[src/hw/rtl/bfr_pkg.sv]
// Shared types and constants for the blink and fade ramp generator.
package bfr_pkg;

    localparam int TICK_W    = 16;
    localparam int CLK_W     = 32;
    localparam int REG_W     = 31;
    localparam int OPAC_W    = 17;
    localparam int FRAC_W    = 16;
    localparam int CFG_IDX_W = 3;

    localparam logic [OPAC_W-1:0] FULL_OPACITY = OPAC_W'(1) << FRAC_W;
    localparam logic [OPAC_W-1:0] ZERO_OPACITY = '0;

    localparam logic [CFG_IDX_W-1:0] CFG_BLINK_PERIOD  = CFG_IDX_W'(0);
    localparam logic [CFG_IDX_W-1:0] CFG_BLINK_ON_TIME = CFG_IDX_W'(1);
    localparam logic [CFG_IDX_W-1:0] CFG_RAMP_REPEAT   = CFG_IDX_W'(2);
    localparam logic [CFG_IDX_W-1:0] CFG_RAMP_PERIOD   = CFG_IDX_W'(3);
    localparam logic [CFG_IDX_W-1:0] CFG_RAMP_DOWN     = CFG_IDX_W'(4);

    typedef enum logic [2:0] {
        ST_IDLE,
        ST_ADD,
        ST_WRAP,
        ST_EVAL,
        ST_DIV,
        ST_DONE
    } state_t;

endpackage

[src/hw/rtl/bfr_div.sv]
// Serial restoring divider producing the ramp fraction one quotient bit per cycle.
module bfr_div
(
    input  logic                       clk,
    input  logic                       rst_n,
    input  logic                       start,
    input  logic [bfr_pkg::REG_W-1:0]  numer,
    input  logic [bfr_pkg::REG_W-1:0]  denom,
    output logic                       done,
    output logic [bfr_pkg::FRAC_W-1:0] quotient
);

    localparam int CNT_W = $clog2(bfr_pkg::FRAC_W);
    localparam logic [CNT_W-1:0] CNT_LAST = CNT_W'(bfr_pkg::FRAC_W - 1);

    logic                       busy_reg, busy_next;
    logic                       done_reg, done_next;
    logic [CNT_W-1:0]           cnt_reg, cnt_next;
    logic [bfr_pkg::REG_W-1:0]  rem_reg, rem_next;
    logic [bfr_pkg::REG_W-1:0]  dsr_reg, dsr_next;
    logic [bfr_pkg::FRAC_W-1:0] quo_reg, quo_next;
    logic [bfr_pkg::REG_W:0]    shifted;
    logic                       fits;

    always_ff @(posedge clk or negedge rst_n)
    begin
        if (!rst_n)
        begin
            busy_reg <= 1'b0;
            done_reg <= 1'b0;
            cnt_reg  <= '0;
        end
        else
        begin
            busy_reg <= busy_next;
            done_reg <= done_next;
            cnt_reg  <= cnt_next;
        end
    end

    always_ff @(posedge clk)
    begin
        rem_reg <= rem_next;
        dsr_reg <= dsr_next;
        quo_reg <= quo_next;
    end

    always_comb
    begin
        shifted   = {rem_reg, 1'b0};
        fits      = (shifted >= {1'b0, dsr_reg});
        busy_next = busy_reg;
        done_next = 1'b0;
        cnt_next  = cnt_reg;
        rem_next  = rem_reg;
        dsr_next  = dsr_reg;
        quo_next  = quo_reg;
        if (start)
        begin
            busy_next = 1'b1;
            cnt_next  = '0;
            rem_next  = numer;
            dsr_next  = denom;
            quo_next  = '0;
        end
        else if (busy_reg)
        begin
            // shift the remainder left one bit per step, subtract the divisor if it fits, shift in the quotient bit
            if (fits)
                rem_next = bfr_pkg::REG_W'(shifted - {1'b0, dsr_reg});
            else
                rem_next = bfr_pkg::REG_W'(shifted);
            quo_next = {quo_reg[bfr_pkg::FRAC_W-2:0], fits};
            cnt_next = cnt_reg + CNT_W'(1);
            if (cnt_reg == CNT_LAST)
            begin
                busy_next = 1'b0;
                done_next = 1'b1;
            end
        end
    end

    assign done     = done_reg;
    assign quotient = quo_reg;

endmodule

[src/hw/rtl/blink_and_fade_ramp_generator.sv]
// Top level of the blink and fade ramp generator.
// Each request carries the microseconds elapsed since the previous update and
// yields one result: the blink state, the ramp opacity (65536 is fully
// opaque) and a flag that the opacity was computed on this update. A request
// passes through the add, wrap and evaluate states to the done state, and
// through the divide state as well when the ramp is enabled and the ramp
// clock lies inside the ramp period, where the 16-step serial divider forms
// the opacity fraction. The next request can be accepted in the same cycle
// that the result appears. in_stall stays high while a request is in
// progress; a finished result sits in the output register until taken, and
// the next request is accepted meanwhile.
// Configuration is written through cfg_valid/cfg_ready while idle.
module blink_and_fade_ramp_generator
(
    input  logic                          clk,
    input  logic                          rst_n,
    input  logic                          cfg_valid,
    output logic                          cfg_ready,
    input  logic [bfr_pkg::CFG_IDX_W-1:0] cfg_index,
    input  logic [bfr_pkg::REG_W-1:0]     cfg_data,
    input  logic                          in_valid,
    output logic                          in_stall,
    input  logic [bfr_pkg::TICK_W-1:0]    elapsed_ticks,
    output logic                          out_valid,
    input  logic                          out_stall,
    output logic                          blink_on,
    output logic [bfr_pkg::OPAC_W-1:0]    opacity,
    output logic                          opacity_valid
);

    bfr_pkg::state_t state_reg, state_next;

    logic [bfr_pkg::REG_W-1:0]  blink_period_reg, blink_period_next;
    logic [bfr_pkg::REG_W-1:0]  blink_on_time_reg, blink_on_time_next;
    logic [bfr_pkg::REG_W-1:0]  ramp_repeat_reg, ramp_repeat_next;
    logic [bfr_pkg::REG_W-1:0]  ramp_period_reg, ramp_period_next;
    logic                       ramp_down_reg, ramp_down_next;

    logic [bfr_pkg::CLK_W-1:0]  blink_clock_reg, blink_clock_next;
    logic                       blink_state_reg, blink_state_next;
    logic [bfr_pkg::CLK_W-1:0]  ramp_clock_reg, ramp_clock_next;
    logic [bfr_pkg::OPAC_W-1:0] last_opacity_reg, last_opacity_next;

    logic [bfr_pkg::TICK_W-1:0] tick_reg, tick_next;
    logic [bfr_pkg::CLK_W-1:0]  blink_sum_reg, blink_sum_next;
    logic [bfr_pkg::CLK_W-1:0]  ramp_sum_reg, ramp_sum_next;
    logic                       in_ramp_reg, in_ramp_next;
    logic [bfr_pkg::FRAC_W-1:0] frac_reg, frac_next;

    logic                       out_valid_reg, out_valid_next;
    logic                       blink_on_reg, blink_on_next;
    logic [bfr_pkg::OPAC_W-1:0] opacity_reg, opacity_next;
    logic                       opacity_valid_reg, opacity_valid_next;

    logic                       blink_en;
    logic                       ramp_en;
    logic                       in_ramp_eval;
    logic                       div_start;
    logic                       div_done;
    logic [bfr_pkg::FRAC_W-1:0] div_quotient;
    logic [bfr_pkg::OPAC_W-1:0] opac_calc;
    logic                       cfg_write;
    logic                       in_accept;
    logic                       out_free;

    bfr_div u_div
    (
        .clk      (clk),
        .rst_n    (rst_n),
        .start    (div_start),
        .numer    (ramp_clock_reg[bfr_pkg::REG_W-1:0]),
        .denom    (ramp_period_reg),
        .done     (div_done),
        .quotient (div_quotient)
    );

    always_ff @(posedge clk or negedge rst_n)
    begin
        if (!rst_n)
        begin
            state_reg         <= bfr_pkg::ST_IDLE;
            blink_period_reg  <= '0;
            blink_on_time_reg <= '0;
            ramp_repeat_reg   <= '0;
            ramp_period_reg   <= '0;
            ramp_down_reg     <= 1'b0;
            blink_clock_reg   <= '0;
            blink_state_reg   <= 1'b1;
            ramp_clock_reg    <= '0;
            last_opacity_reg  <= bfr_pkg::FULL_OPACITY;
            out_valid_reg     <= 1'b0;
        end
        else
        begin
            state_reg         <= state_next;
            blink_period_reg  <= blink_period_next;
            blink_on_time_reg <= blink_on_time_next;
            ramp_repeat_reg   <= ramp_repeat_next;
            ramp_period_reg   <= ramp_period_next;
            ramp_down_reg     <= ramp_down_next;
            blink_clock_reg   <= blink_clock_next;
            blink_state_reg   <= blink_state_next;
            ramp_clock_reg    <= ramp_clock_next;
            last_opacity_reg  <= last_opacity_next;
            out_valid_reg     <= out_valid_next;
        end
    end

    always_ff @(posedge clk)
    begin
        tick_reg          <= tick_next;
        blink_sum_reg     <= blink_sum_next;
        ramp_sum_reg      <= ramp_sum_next;
        in_ramp_reg       <= in_ramp_next;
        frac_reg          <= frac_next;
        blink_on_reg      <= blink_on_next;
        opacity_reg       <= opacity_next;
        opacity_valid_reg <= opacity_valid_next;
    end

    assign blink_en  = (blink_period_reg != '0);
    assign ramp_en   = (ramp_repeat_reg != '0);
    assign cfg_ready = (state_reg == bfr_pkg::ST_IDLE);
    assign cfg_write = cfg_valid && cfg_ready;
    assign in_stall  = (state_reg != bfr_pkg::ST_IDLE);
    assign in_accept = in_valid && !in_stall;
    assign out_free  = !out_valid_reg || !out_stall;

    assign in_ramp_eval = (ramp_period_reg != '0)
                       && (ramp_clock_reg < {1'b0, ramp_period_reg});
    assign div_start    = (state_reg == bfr_pkg::ST_EVAL) && ramp_en && in_ramp_eval;

    always_comb
    begin
        if (!ramp_down_reg)
            opac_calc = in_ramp_reg ? {1'b0, frac_reg} : bfr_pkg::FULL_OPACITY;
        else
            opac_calc = in_ramp_reg ? (bfr_pkg::FULL_OPACITY - {1'b0, frac_reg})
                                    : bfr_pkg::ZERO_OPACITY;
    end

    always_comb
    begin
        state_next         = state_reg;
        blink_period_next  = blink_period_reg;
        blink_on_time_next = blink_on_time_reg;
        ramp_repeat_next   = ramp_repeat_reg;
        ramp_period_next   = ramp_period_reg;
        ramp_down_next     = ramp_down_reg;
        blink_clock_next   = blink_clock_reg;
        blink_state_next   = blink_state_reg;
        ramp_clock_next    = ramp_clock_reg;
        last_opacity_next  = last_opacity_reg;
        tick_next          = tick_reg;
        blink_sum_next     = blink_sum_reg;
        ramp_sum_next      = ramp_sum_reg;
        in_ramp_next       = in_ramp_reg;
        frac_next          = frac_reg;
        out_valid_next     = out_valid_reg;
        blink_on_next      = blink_on_reg;
        opacity_next       = opacity_reg;
        opacity_valid_next = opacity_valid_reg;

        if (out_valid_reg && !out_stall)
            out_valid_next = 1'b0;

        if (cfg_write)
        begin
            case (cfg_index)
                bfr_pkg::CFG_BLINK_PERIOD:  blink_period_next  = cfg_data;
                bfr_pkg::CFG_BLINK_ON_TIME: blink_on_time_next = cfg_data;
                bfr_pkg::CFG_RAMP_REPEAT:   ramp_repeat_next   = cfg_data;
                bfr_pkg::CFG_RAMP_PERIOD:   ramp_period_next   = cfg_data;
                bfr_pkg::CFG_RAMP_DOWN:     ramp_down_next     = cfg_data[0];
                default: ;
            endcase
        end

        case (state_reg)
            bfr_pkg::ST_IDLE:
            begin
                if (in_accept)
                begin
                    tick_next  = elapsed_ticks;
                    state_next = bfr_pkg::ST_ADD;
                end
            end
            bfr_pkg::ST_ADD:
            begin
                // advance both clocks, wrapping modulo 2^32
                blink_sum_next = blink_clock_reg + bfr_pkg::CLK_W'(tick_reg);
                ramp_sum_next  = ramp_clock_reg + bfr_pkg::CLK_W'(tick_reg);
                state_next     = bfr_pkg::ST_WRAP;
            end
            bfr_pkg::ST_WRAP:
            begin
                // subtract at most one period
                if (blink_en)
                begin
                    if (blink_sum_reg > {1'b0, blink_period_reg})
                        blink_clock_next = blink_sum_reg - {1'b0, blink_period_reg};
                    else
                        blink_clock_next = blink_sum_reg;
                end
                if (ramp_en)
                begin
                    if (ramp_sum_reg > {1'b0, ramp_repeat_reg})
                        ramp_clock_next = ramp_sum_reg - {1'b0, ramp_repeat_reg};
                    else
                        ramp_clock_next = ramp_sum_reg;
                end
                state_next = bfr_pkg::ST_EVAL;
            end
            bfr_pkg::ST_EVAL:
            begin
                if (blink_en)
                    blink_state_next = !(blink_clock_reg > {1'b0, blink_on_time_reg});
                in_ramp_next = in_ramp_eval;
                frac_next    = '0;
                if (div_start)
                    state_next = bfr_pkg::ST_DIV;
                else
                    state_next = bfr_pkg::ST_DONE;
            end
            bfr_pkg::ST_DIV:
            begin
                if (div_done)
                begin
                    frac_next  = div_quotient;
                    state_next = bfr_pkg::ST_DONE;
                end
            end
            bfr_pkg::ST_DONE:
            begin
                // hold until the output register is free
                if (out_free)
                begin
                    out_valid_next     = 1'b1;
                    blink_on_next      = blink_state_reg;
                    opacity_valid_next = ramp_en;
                    if (ramp_en)
                    begin
                        last_opacity_next = opac_calc;
                        opacity_next      = opac_calc;
                    end
                    else
                        opacity_next = last_opacity_reg;
                    state_next = bfr_pkg::ST_IDLE;
                end
            end
            default:
            begin
                state_next = bfr_pkg::ST_IDLE;
            end
        endcase
    end

    assign out_valid     = out_valid_reg;
    assign blink_on      = blink_on_reg;
    assign opacity       = opacity_reg;
    assign opacity_valid = opacity_valid_reg;

endmodule

[config.mk]
export PLATFORM = sky130hd
export DESIGN_NAME = blink_and_fade_ramp_generator
export DESIGN_NICKNAME = d
export VERILOG_FILES = /design/src/hw/rtl/bfr_pkg.sv /design/src/hw/rtl/bfr_div.sv /design/src/hw/rtl/blink_and_fade_ramp_generator.sv
export SDC_FILE = /design/constraint.sdc
export NUM_CORES = 1
export LEC_CHECK = 0
export ABC_AREA = 0
export BUFFER_PORTS_ARGS = -buffer_cell sky130_fd_sc_hd__clkbuf_2
export CAP_MARGIN = 40
export CORE_MARGIN = 2
export CORE_UTILIZATION = 60
export CTS_CLUSTER_DIAMETER = 150
export DETAILED_ROUTE_END_ITERATION = 10
export MAX_ROUTING_LAYER = met4
export PLACE_DENSITY = 0.8
export SYNTH_ARGS = -nofsm -noshare
export SYNTH_HDL_FRONTEND = slang
export SYNTH_HIERARCHICAL = 1
export SYNTH_SLANG_ARGS = --single-unit
[constraint.sdc]
create_clock -name clk -period 18.6 [get_ports clk]
set_input_delay 2.79 -clock clk [delete_from_list [all_inputs] [get_ports clk]]
set_output_delay 2.79 -clock clk [all_outputs]
set_load 0.02 [all_outputs]
Yosys cells after proc, flatten, opt, wreduce, memory -nomap -nowiden
Cells that the tools add are included.
{"block": "classes", "n_addsub": 7, "magnitude_cmp": 5, "n_eq_ne": 13, "muxes": 27, "n_reduce_logical": 31}
{"cell": "32-bit by 31-bit > comparator with 1-bit output", "n": 3}
{"cell": "31-bit 2-to-1 mux", "n": 3}
{"cell": "31-bit nonzero test", "n": 3}
{"cell": "17-bit 2-to-1 mux", "n": 4}
{"cell": "32-bit by 16-bit adder with 32-bit output", "n": 2}
{"cell": "32-bit 2-to-1 mux", "n": 2}
{"cell": "32-bit by 31-bit subtractor with 32-bit output", "n": 2}
{"cell": "32-bit by 31-bit greater-or-equal comparator with 1-bit output", "n": 1}
{"cell": "32-bit by 31-bit < comparator with 1-bit output", "n": 1}
{"cell": "16-bit one-hot mux with 2 select lines", "n": 1}
{"cell": "31-bit subtractor", "n": 1}
{"cell": "2-bit AND reduction", "n": 11}
{"cell": "3-bit one-hot mux with 6 select lines", "n": 1}
{"cell": "17-bit by 16-bit subtractor with 17-bit output, first input constant", "n": 1}
{"cell": "16-bit 2-to-1 mux", "n": 1}
{"cell": "3-bit by 2-bit equality test with 1-bit output, second input constant", "n": 4}
{"cell": "1-bit 2-to-1 mux", "n": 10}
{"cell": "3-bit equality test, second input constant", "n": 3}
{"cell": "3-bit 2-to-1 mux", "n": 3}
{"cell": "4-bit 2-to-1 mux", "n": 2}
{"cell": "3-bit by 1-bit equality test with 1-bit output, second input constant", "n": 2}
{"cell": "1-bit logical AND", "n": 6}
{"cell": "3-bit zero test", "n": 2}
{"cell": "4-bit by 1-bit adder with 4-bit output, second input constant", "n": 1}
{"cell": "other kinds (8)", "n": 13}
{"block": "totals", "register_bits": 411, "in_bits": 55, "output_inout_bits": 22, "wordCells": 108}

Depth between registers and ports, before layout
{"block": "depth", "word_depth": 5, "ltp_mapped": 15, "ltp_nobuf": 13}

Cells and area by module
The synthesis kept the hierarchy.
{"module": "blink_and_fade_ramp_generator", "n_inst": 1, "cells_per_inst": 2051, "area_per_inst_um2": 19620.1}
{"module": "bfr_div", "n_inst": 1, "cells_per_inst": 495, "area_per_inst_um2": 5108.6}

Least setup slack after synthesis
No wires, ideal clock.
{"block": "synth_timing", "path_type": "reg-to-reg", "from": "reg state_reg[0]", "to": "reg blink_sum_reg[0] in the netlist's numbering, enable pin", "arrival_ns": 5.344, "required_ns": 18.022, "slack_ns": 12.678, "path_stages_with_launch": 3, "n_path_buf": 1, "synth_period_minus_slack_ns": 5.922, "cell_sequence": "dfrtp_1 > clkbuf_1 > nor3b_1"}
{"block": "synth_via", "elab_chain_len": 1}
{"item": "start, declared", "line_no": "blink_and_fade_ramp_generator.sv:31", "rtl": "bfr_pkg::state_t state_reg, state_next;"}
{"item": "start signal, assigned", "line_no": "blink_and_fade_ramp_generator.sv:81", "rtl": "state_reg <= bfr_pkg::ST_IDLE;"}
{"item": "start signal, assigned", "line_no": "blink_and_fade_ramp_generator.sv:95", "rtl": "state_reg <= state_next;"}
{"item": "3-bit by 1-bit equality test with 1-bit output", "line_no": "blink_and_fade_ramp_generator.sv:179", "rtl": "case (state_reg)"}
{"item": "end signal, assigned", "line_no": "blink_and_fade_ramp_generator.sv:112", "rtl": "blink_sum_reg <= blink_sum_next;"}
{"item": "end, declared", "line_no": "blink_and_fade_ramp_generator.sv:45", "rtl": "logic [bfr_pkg::CLK_W-1:0] blink_sum_reg, blink_sum_next;"}
No other way between the ends.
A chain may end at the register's enable or synchronous reset.

Final worst setup path
{"block": "layout_timing", "from": "reg state_reg[0]", "to": "out cfg_ready"}
{"block": "layout_via", "elab_chain_len": 1}
{"item": "3-bit zero test", "line_no": "blink_and_fade_ramp_generator.sv:123", "rtl": "assign cfg_ready = (state_reg == bfr_pkg::ST_IDLE);"}
{"item": "end, declared", "line_no": "blink_and_fade_ramp_generator.sv:18", "rtl": "output logic cfg_ready,"}
No other way between the ends.

==> summary.txt <==
pin count of the biggest net entering global routing - 77
max_cap viols - 0
root buf cell - clkbuf_16
relative slew slack - 38.0%
syn_area_per_cell - 9.71 um^2
DIE HEIGHT - 207 um
post_cts resized - 0
setup TNS - 0 ps
Worst EP arrival - 1840 ps
Synth cell types - 86
hpwl dp - 47800 um
FP Rows - 74
worst hold path class - reg2reg
Setup Fix Bufs, Post-CTS - 0
width of the die - 207 um
endpoint class of the critical path - primary output
vias in the first global route - 19095
Worst Path Max Fanout - 12
Pre-Repair DR Iteration Count - 5
Max Fclk - 216 MHz
peak supply drop - 0.236 mV
share of cells above drive strength 1 - 10.1%
Static Leak - 0.0120 uW
DP Area - 25700 um^2
Vias/cell - 6.05
depth of the CTS H-tree - 2
drt drc - 0
Worst R2R Path Depth - 10
Layout Skew - 21.6 ps
Synth-to-Final Area Change - 9.96%
hold path depth - 2
hold buffers post-CTS - 0
worst reg2reg setup slack - 14030 ps
Clk pin slew, worst setup/hold paths - 60 ps
async set-reset flop share out of synthesis - 52.8%
PortBufs - 76
antenna-violating nets left - 0
die area - 42900 um^2
CP Class - reg2out
EDFF count, synth - 178
synth top area cells - dfrtp_1, edfxtp_1, ha_1
outcome - finished, final reports clean
Req. time, crit path - 15810 ps
first-pass GRT wire length - 102000 um
syn nets - 2794
Most used DFF post-synth - dfrtp_1
RSZ-0062 raised after global routing - no
Core Area - 40700 um^2
register area share after synthesis - 44.9%
Initial Util - 60.7%
Synth Register Bits - 411
Worst Hold Endpoint - last_opacity_reg[15]
Finished Cell Area - 27200 um^2
CTS Sinks - 411
CTS tree - done
GP Congestion - 0.940
fill cell count - 3109
Place WS - 14020 ps
multi-input logic area - 12500 um^2
Worst Hold Launch - last_opacity_reg[15]
Startpoint Class - register
WL per Instance - 20.0 um
Synth Instances - 2546
worst r2r src - ramp_clock_reg[1]
Reg-to-Reg End - u_div/rem_reg[4]
yosys warns - 6
final wirelength - 63500 um
clock tree buffer depth - 3
PD cells - 219 nW/um^2
DR WL met2 - 30000 um
I/O pin cnt - 77
endpoints failing setup - 0
GRT Total Usage - 30.5%
initial antenna violation count - 0
Period minus WS final - 4630 ps
Overall Power - 5970 uW
DR iter-0 viols - 1600
total grt overflow - 0
met3 routed WL - 4230 um
Final period util - 24.9%
Worst-Margin Slew - 928 ps
post-layout util - 66.7%
biggest area consumer among synthesized cells - dfrtp_1
WL met1 - 27400 um
register area - 11100 um^2
final slew viol count - 0
final net count - 2853
Vias - 19209
final hold violations - 0
CTS Buf Count - 45
area share of the largest cell type after synthesis - 21.8%
uppermost routed layer - met4
synthesized area - 24700 um^2
most frequent cells in the layout - nand2_1, o21ai_0, dfrtp_1, inv_1, ha_1
slack of the critical path - 13970 ps
Clock Latency Late Sink - 590 ps
most common cell after layout, fill and taps aside - nand2_1
[worst max-delay path by stage]
stage / start / to / slack [ps] / cells after the start
after floorplan: state_reg[0] / blink_sum_reg[0] / 12680 / 2
after global placement: rst_n / blink_clock_reg[3] / 13530 / 3
after detailed placement: out_stall / last_opacity_reg[4] / 14020 / 6
after CTS: state_reg[0] / cfg_ready / 13970 / 2
after global routing: ramp_clock_reg[1] / u_div/rem_reg[6] / 13880 / 10
final: state_reg[0] / cfg_ready / 13970 / 2
[power by group]
group | switching (uW) | internal, uW
combinational | 1890 | 1380
clock | 387 | 503
sequential | 346 | 1460
total | 2620 | 3340
[stage by stage]
| step | std cells | hold WS (ps) |
|---|---|---|
| after floorplan | 2546 | 446 |
| after detailed placement | 3090 | 466 |
| after global placement | 3080 | 464 |
| after global routing | 3174 | 505 |
| after CTS | 3174 | 481 |
| final | 3175 | 479 |
[critical path, cell delays in order (launching register included)]
cell and delay [ps]:
dfrtp_1 510, nor3_1 470, clkbuf_2 260
[synth_stat cells (11+ instances only)]
master / n
nand2_1: 335
and3_1: 15
o21ai_0: 235
o21bai_1: 16
nor3_1: 35
xnor2_1: 100
dfrtp_1: 215
inv_1: 196
xor2_1: 47
nand2b_1: 22
clkbuf_1: 57
a211oi_1: 18
o21ai_1: 17
mux2_2: 57
o21a_1: 20
dfxtp_1: 16
o211ai_1: 11
nand3_1: 42
edfxtp_1: 178
nor4_1: 30
a21o_1: 68
a21oi_1: 158
ha_1: 188
nor2_1: 132
a31oi_1: 19
nand4_1: 40
mux2i_1: 53
nor2b_1: 33
buf_2: 13
and2_1: 24
[logic make-up after synthesis]
group | synth area share [%]
adders and majority gates | 9.92
DFF | 44.9
xor gates and xnor gates | 5.21
buffers and inverters | 4.56
AOI/OAI and AO/OA | 16.0
and+or+nand+nor | 14.2
muxes | 5.20
[routing by layer]
layer	global-route usage, %	vias up
met5	-	-
met4	8.94	0
met3	4.15	129
met2	48.8	645
met1	40.7	9262
li1	-	9173
[area by class of cell]
cell class	count	share of cell area (%)
antenna	1	0.00920
clock buffer	59	4.56
clock inverter	25	0.782
inverter	197	2.72
multi-input combinational	1852	46.1
sequential	411	40.8
tap	532	2.45
timing repair buffer	98	2.55
Power figures use the tool's default switching activity.
